`src/sv/mfb_pkg.sv`:
```
// Package with the shared types and constants of the monochrome frame buffer.
package mfb_pkg;

    // Operation codes carried in the operation field of an input transfer.
    localparam logic [1:0] OP_CLEAR = 2'd0;
    localparam logic [1:0] OP_PLOT  = 2'd1;
    localparam logic [1:0] OP_READ  = 2'd2;

    // Number of output transfers per read out, minus one.
    localparam logic [1:0] LAST_BEAT = 2'd3;

    // Controller states.
    typedef enum logic [3:0] {
        ST_CLEAR,
        ST_IDLE,
        ST_PLOT_RD0,
        ST_PLOT_WR0,
        ST_PLOT_RD1,
        ST_PLOT_WR1,
        ST_READ_RD,
        ST_READ_LD,
        ST_READ_OUT
    } t_state;

    // Source of the store address for a read or write.
    typedef enum logic [1:0] {
        SEL_CLR,
        SEL_B0,
        SEL_B1,
        SEL_IDX
    } t_sel;

    // Commands from the controller to the datapath.
    typedef struct packed {
        logic in_ready;
        logic load_in;
        logic mem_rd;
        logic mem_wr;
        t_sel sel;
        logic clr_step;
        logic out_load;
        logic out_valid;
        logic out_next;
    } t_cmd;

    // Status from the datapath to the controller.
    typedef struct packed {
        logic clr_done;
        logic has_m0;
        logic has_m1;
        logic last_beat;
    } t_stat;

endpackage

```
`src/sv/mfb_ctrl.sv`:
```
// Controller state machine that sequences clear, plot and read-out operations.
module mfb_ctrl (
    input  logic          i_clk,
    input  logic          i_rst_n,
    input  logic          i_in_valid,
    input  logic [1:0]    i_op,
    input  logic          i_out_ready,
    input  mfb_pkg::t_stat i_stat,
    output mfb_pkg::t_cmd  o_cmd
);

    mfb_pkg::t_state r_state;
    mfb_pkg::t_state n_state;

    always_ff @(posedge i_clk) begin
        if (!i_rst_n) begin
            r_state <= mfb_pkg::ST_CLEAR;
        end else begin
            r_state <= n_state;
        end
    end

    always_comb begin
        n_state = r_state;
        o_cmd   = '0;
        o_cmd.sel = mfb_pkg::SEL_CLR;
        case (r_state)
            mfb_pkg::ST_CLEAR: begin
                o_cmd.clr_step = 1'b1;
                o_cmd.mem_wr   = 1'b1;
                o_cmd.sel      = mfb_pkg::SEL_CLR;
                if (i_stat.clr_done) begin
                    n_state = mfb_pkg::ST_IDLE;
                end
            end
            mfb_pkg::ST_IDLE: begin
                o_cmd.in_ready = 1'b1;
                if (i_in_valid) begin
                    o_cmd.load_in = 1'b1;
                    case (i_op)
                        mfb_pkg::OP_CLEAR: n_state = mfb_pkg::ST_CLEAR;
                        mfb_pkg::OP_PLOT:  n_state = mfb_pkg::ST_PLOT_RD0;
                        mfb_pkg::OP_READ:  n_state = mfb_pkg::ST_READ_RD;
                        default:           n_state = mfb_pkg::ST_IDLE;
                    endcase
                end
            end
            mfb_pkg::ST_PLOT_RD0: begin
                o_cmd.mem_rd = i_stat.has_m0;
                o_cmd.sel    = mfb_pkg::SEL_B0;
                n_state      = mfb_pkg::ST_PLOT_WR0;
            end
            mfb_pkg::ST_PLOT_WR0: begin
                o_cmd.mem_wr = i_stat.has_m0;
                o_cmd.sel    = mfb_pkg::SEL_B0;
                n_state      = mfb_pkg::ST_PLOT_RD1;
            end
            mfb_pkg::ST_PLOT_RD1: begin
                o_cmd.mem_rd = i_stat.has_m1;
                o_cmd.sel    = mfb_pkg::SEL_B1;
                n_state      = mfb_pkg::ST_PLOT_WR1;
            end
            mfb_pkg::ST_PLOT_WR1: begin
                o_cmd.mem_wr = i_stat.has_m1;
                o_cmd.sel    = mfb_pkg::SEL_B1;
                n_state      = mfb_pkg::ST_IDLE;
            end
            mfb_pkg::ST_READ_RD: begin
                o_cmd.mem_rd = 1'b1;
                o_cmd.sel    = mfb_pkg::SEL_IDX;
                n_state      = mfb_pkg::ST_READ_LD;
            end
            mfb_pkg::ST_READ_LD: begin
                // The registered read data is valid now and moves into the output register.
                o_cmd.out_load = 1'b1;
                n_state        = mfb_pkg::ST_READ_OUT;
            end
            mfb_pkg::ST_READ_OUT: begin
                o_cmd.out_valid = 1'b1;
                if (i_out_ready) begin
                    o_cmd.out_next = 1'b1;
                    if (i_stat.last_beat) begin
                        n_state = mfb_pkg::ST_IDLE;
                    end
                end
            end
            default: begin
                n_state = mfb_pkg::ST_IDLE;
            end
        endcase
    end

endmodule

```
`config.mk`:
```
export PLATFORM = sky130hd
export DESIGN_NAME = mfb_ctrl
export DESIGN_NICKNAME = d
export VERILOG_FILES = /design/src/sv/mfb_pkg.sv /design/src/sv/mfb_ctrl.sv
export SDC_FILE = /design/constraint.sdc
export NUM_CORES = 1
export LEC_CHECK = 0
export ABC_CLOCK_PERIOD_IN_PS = 3170
export BUFFER_PORTS_ARGS = -buffer_cell sky130_fd_sc_hd__buf_2
export CORE_AREA = 2 2 39 41
export CTS_BUF_LIST = sky130_fd_sc_hd__clkbuf_8
export DETAILED_ROUTE_END_ITERATION = 8
export DIE_AREA = 0 0 41 43
export SYNTH_ARGS = -nofsm -noshare
export SYNTH_HDL_FRONTEND = slang
export SYNTH_SLANG_ARGS = --single-unit
```
`constraint.sdc`:
```
create_clock -name i_clk -period 3.17 [get_ports i_clk]
set_input_delay 0.1585 -clock i_clk [delete_from_list [all_inputs] [get_ports i_clk]]
set_output_delay 0.1585 -clock i_clk [all_outputs]
set_load 0.02 [all_outputs]
```
==> results.yml, run 1 <==
timing:
  max_freq_mhz: 620
  setup_viol_count_final: 0
  final-hold-violation-count: 0
  min_period_over_period_pct: 50.9
  max_slew_margin_pct: 63.9
  rsz0062_at_grt: "no"
  fin_setup_tns_ps: 0
  slew_violations: 0
  min_period_ps: 1610
  worst_pin_slew_ps: 541
  skew_ps: 1.20
power:
  powerDensity_nw_per_um2: 441
  p_comb_share_pct: 27.4
  switchingPower_mw: 0.0712
  p_int_mw: 0.167
  power.clock.fraction_pct: 44.5
  sw_frac_of_total_pct: 29.8
  power.leakage_nw: 0.255
  seqPwrFrac_pct: 28.1
  ir_drop_mv: 0.161
layout:
  design_area_sq_um: 541
  reg_top3: "r_state x4"
  final_net_count: 78
  drive_gt1_share_pct: 42.2
  n_antenna_cell: 0
  largest_reg_flops: 4
  largest_register: "r_state"
  syn_to_final_growth_pct: 33.7
  final_common_cell: "buf_2"
  fill_cells: 140
  layout_common_cells: "19 x buf_2, 4 x a21oi_1, 4 x dfxtp_1"
route:
  highest_layer: "met4"
  routedWlPerCell_um: 10.6
  m1WireLength_um: 386
  drt_iter0_drc: 7
  via_per_inst: 4.85
  drcViolationCount: 0
  drt-total-wl_um: 848
  route.met2.wl_um: 374
  ant_nets: 0
  met3_wirelength_um: 75
  firstDrtPassIters: 3
  num_vias: 388
yosys:
  ys.flop_type: "dfxtp_1"
  synth_edf_count: 0
  synthCells: 46
  syn_nets: 58
  synth-seq-cells: 4
  synth_top_area_share_pct: 19.8
  netlist_area_sq_um: 404
  synth_area_per_cell_sq_um: 8.79
  synth_area_leaders: "dfxtp_1 20%, mux2i_1 7.4%, nor4b_2 7.4%, ha_1 6.2%, nor4b_4 5.9%"
  yosys.area.top_type: "dfxtp_1"
  synthArstFlopShare_pct: 0
  ys.warnings.count: 0
  yosysSeqAreaShare_pct: 19.8
  synth_cell_types: 27
worst_hold_path:
  hold_depth: 2
  worst_hold_path_type: "input port to flip-flop"
  holdCritStartpoint: "i_rst_n"
  worstHoldEndpoint: "r_state[0]$_SDFFE_PN0P_"
clock_network:
  post_cts_buffers: 0
  cts_buffer_depth: 2
  cts.clk_slew.worst_paths_ps: 30
  cts_inserted_buffers: 3
  tritoncts: "built"
  cts_resized: 0
  clk_latency_ps: 220
  root_buffer: "clkbuf_8"
  clkSinkCount: 4
  cts_hold_buffers: 0
  htreeDepth: 1
worst_setup_path:
  start_kind: "flip-flop"
  cp.arrival_ps: 1460
  regToRegStartpoint: "r_state[0]$_SDFFE_PN0P_"
  r2r_cells: 3
  worstPathCellList: "and3b_1 -> o21ai_1 -> a21oi_1 -> buf_2"
  cp_slowest_stage_delay_ps: 610
  reg2reg_to: "r_state[0]$_SDFFE_PN0P_"
  path_class: "flip-flop to output pin"
  critical-path-slowest-cell: "dfxtp_1"
  crit_path_end_kind: "output pin"
  r2r_setup_slack_ps: 1740
  path_max_fanout: 15
  worstPathRequired_ps: 3010
global_route:
  grt_max_degree: 16
  grtUsageTotal_pct: 11.2
  grt-ovfl-total: 0
  grt_pass1_vias: 333
  antenna_found_initial: 0
  grt_pass1_wl_um: 1290
placed_design:
  io_buffers: 19
  gp_congestion: 0.637
  dpl_cell_area_sq_um: 499
  hpwl_um: 647
floorplan:
  fp-row-count: 14
  die_w_um: 41
  dieArea_sq_um: 1760
  io-pin-count: 20
  core_area_sq_um: 1380
  start_util_pct: 29.2
  die_y_um: 43
status:
  status: "complete, no violations"
run:
  maxCapViolCount: 0
-- kinds of logic after synthesis --
logic type	after synthesis	share of synthesized area (%)
fa+ha+maj	2	6.19
flops	4	19.8
compound gates	11	17.6
mux	3	7.43
simple gates	21	43.0
buf+inv	5	5.88
-- per-stage QoR --
stage | total power, mW | hold WS (ps) | setup slack (ps) | util (%) | cells
2_1_floorplan | 0.114 | 300 | 1740 | - | 46
3_3_place_gp | 0.133 | 431 | 1770 | 36.1 | 77
3_5_place_dp | 0.134 | 442 | 1720 | 36.1 | 77
4_1_cts | 0.243 | 213 | 1550 | 39.1 | 80
5_1_grt | 0.255 | 225 | 1430 | 39.1 | 80
6_report | 0.238 | 213 | 1560 | 39.1 | 80
-- synth_stat cells, types with 2 or more instances --
library cell and n:
a21oi_1 4, buf_2 4, dfxtp_1 4, mux2i_1 3, o21ai_1 3, and2_1 2, and3b_1 2, ha_1 2
nand2_1 2, nand2b_1 2, nor4b_2 2
-- power groups by stage --
| stage | logic [mW] | clock network [mW] | registers, mW |
|---|---|---|---|
| 4_1_cts | 0.0663 | 0.110 | 0.0670 |
| 3_5_place_dp | 0.0662 | 0 | 0.0676 |
| 6_report | 0.0653 | 0.106 | 0.0670 |
| 3_3_place_gp | 0.0654 | 0 | 0.0675 |
| 5_1_grt | 0.0725 | 0.113 | 0.0688 |
| 2_1_floorplan | 0.0546 | 0 | 0.0595 |
-- final cells by class --
class,count,area [sq um],area share (%)
multi-input cells,37,300,55.6
repair buffers,19,95.1,17.6
flip-flops and latches,4,80.1,14.8
clock buffers,3,41.3,7.64
well taps,16,20.0,3.70
inverters,1,3.75,0.694
-- worst max-delay path: cells and delay by family (launching register included) --
kind                   cells  cell delay, ps
and+or+nand+nor            1             230
DFF                        1             610
AOI/OAI and AO/OA          2             230
buffers and inverters      1             180
-- worst max path at each step --
| stage | from | to | slack (ps) |
|---|---|---|---|
| 5_1_grt | r_state[3]$_SDFFE_PN0P_ | o_cmd[0] | 1430 |
| 3_3_place_gp | r_state[0]$_SDFFE_PN0P_ | r_state[0]$_SDFFE_PN0P_ | 1770 |
| 3_5_place_dp | r_state[0]$_SDFFE_PN0P_ | r_state[0]$_SDFFE_PN0P_ | 1720 |
| 2_1_floorplan | r_state[2]$_SDFFE_PN0P_ | o_cmd[7] | 1740 |
| 4_1_cts | r_state[3]$_SDFFE_PN0P_ | o_cmd[0] | 1550 |
| 6_report | r_state[2]$_SDFFE_PN0P_ | o_cmd[6] | 1560 |
-- per-layer routing --
layer  vias to the layer above  GRT usage, %
met5                         -             0
met1                       161          12.2
li1                        207             -
met4                         0          8.00
met3                         2          4.71
met2                        18          16.6
Note: power is estimated with default switching activity, not from simulation.
==> run 2, diff against run 1 <==
- ABC_CLOCK_PERIOD_IN_PS: 3170 -> 1310
- clock period: 3.17 -> 1.31 ns (I/O delays scaled with it)
==> results.yml, run 2 (synthesis results as in run 1) <==
route:
  drcViolationCount: 0
  num_vias: 419
  via_per_inst: 4.76
  drt_iter0_drc: 7
  firstDrtPassIters: 4
  routedWlPerCell_um: 10.1
  ant_nets: 0
  drt-total-wl_um: 889
placed_design:
  hpwl_um: 659
  dp_slack_ps: 52.2
  dpl_cell_area_sq_um: 556
  dp_cells: 83
  gp_congestion: 0.665
  io_buffers: 19
layout:
  layout_common_cells: "15 x buf_2, 11 x buf_4, 4 x a21oi_1"
  final_common_cell: "buf_2"
  post-route-util_pct: 46.5
  largest_register: "r_state"
  reg_top3: "r_state x4"
  drive_gt1_share_pct: 56.9
  final_net_count: 86
  syn_to_final_growth_pct: 59.1
  regArea_sq_um: 86.3
  multi_input_area_sq_um: 323
  fill_cells: 130
  n_antenna_cell: 0
  design_area_sq_um: 643
  largest_reg_flops: 4
  instances_no_fill: 88
power:
  seqPwrFrac_pct: 24.2
  sw_frac_of_total_pct: 28.6
  power.clock.fraction_pct: 40.7
  power_mw: 0.618
  powerDensity_nw_per_um2: 960
  switchingPower_mw: 0.177
  p_int_mw: 0.441
  ir_drop_mv: 0.531
  p_comb_share_pct: 35.1
  power.leakage_nw: 0.311
clock_network:
  cts_hold_buffers: 0
  tritoncts: "built"
  cts_inserted_buffers: 3
  clk_latency_ps: 210
  clkSinkCount: 4
  cts_buffer_depth: 2
  htreeDepth: 1
  root_buffer: "clkbuf_8"
  cts.clk_slew.worst_paths_ps: 30
global_route:
  grt_pass1_vias: 314
  grt_pass1_wl_um: 1280
  grt-ovfl-total: 0
  antenna_found_initial: 0
  grt_max_degree: 13
  grtUsageTotal_pct: 9.93
run:
  maxCapViolCount: 0
timing:
  final-hold-violation-count: 0
  max_slew_margin_pct: 81.2
  skew_ps: 3.36
  max_freq_mhz: 772
  setup_viol_count_final: 0
  rsz0062_at_grt: "yes"
  slew_violations: 0
  hold_ws_ps: 116
  fin_setup_tns_ps: 0
  min_period_over_period_pct: 98.9
  layout_setup_ws_ps: 14.4
  worst_pin_slew_ps: 282
  min_period_ps: 1300
worst_setup_path:
  worstPathRequired_ps: 1240
  cp_num_buf_inv: 2
  start_kind: "flip-flop"
  path_max_fanout: 6
  path_class: "flip-flop to output pin"
  cp_top_family: "flip-flops"
  cp.arrival_ps: 1230
  crit_path_end_kind: "output pin"
  critPathMostFrequentCell: "buf_4"
  critical-path-slowest-cell: "dfxtp_4"
  cp_slowest_stage_delay_ps: 380
  worstPathCellList: "buf_4 -> and3b_1 -> o21ai_1 -> a21oi_1 -> buf_4"
floorplan:
  die_y_um: 43
  core_area_sq_um: 1380
  fp-row-count: 14
  die_w_um: 41
  start_util_pct: 29.2
  io-pin-count: 20
  dieArea_sq_um: 1760
status:
  status: "complete, no violations"
worst_hold_path:
  worst_hold_path_type: "input port to flip-flop"
## run 2: changes by cell type in the layout (fill, tap and decap cells not counted), sizes merged
cell,previous run,this run
buf,19,27
## run 2: power groups by stage
stage	registers [mW]	logic, mW	clock network (mW)
2_1_floorplan	0.144	0.138	0
3_3_place_gp	0.152	0.193	0
3_5_place_dp	0.152	0.193	0
4_1_cts	0.151	0.194	0.256
5_1_grt	0.152	0.237	0.268
6_report	0.149	0.217	0.252
## run 2: worst register-to-register path: cells and delay by family, from the launching register on
family,cells,cell delay (ps)
buffers and inverters,2,280
DFF,1,360
muxes,1,110
and+or+nand+nor,2,380
## run 2: path summary, 6_finish.rpt
path,start,to,slack [ps],cells after the start
max,r_state[1]$_SDFFE_PN0P_,o_cmd[6],10,5
min,i_rst_n,r_state[0]$_SDFFE_PN0P_,120,2
max reg2reg,r_state[1]$_SDFFE_PN0P_,r_state[1]$_SDFFE_PN0P_,80,5
min reg2reg,r_state[3]$_SDFFE_PN0P_,r_state[2]$_SDFFE_PN0P_,630,2
## run 2: area by class of cell
cell class,count,share of cell area [%]
clock buffer,3,6.42
sequential,4,13.4
inverter,1,0.584
multi-input combinational,37,50.2
timing repair buffer,27,26.3
tap,16,3.11
## run 2: timing repair
action,in CTS,in global routing
setup buffers,0,2
pin swaps,0,2
gates resized for setup,4,9
setup endpoints to repair,8,5
## run 2: metal layers
metal	track usage (%)	vias to the layer above	wire length, um
li1	-	224	-
met1	15.4	182	414
met2	14.1	13	432
met3	3.14	0	42
met4	0	0	0
met5	0	-	0
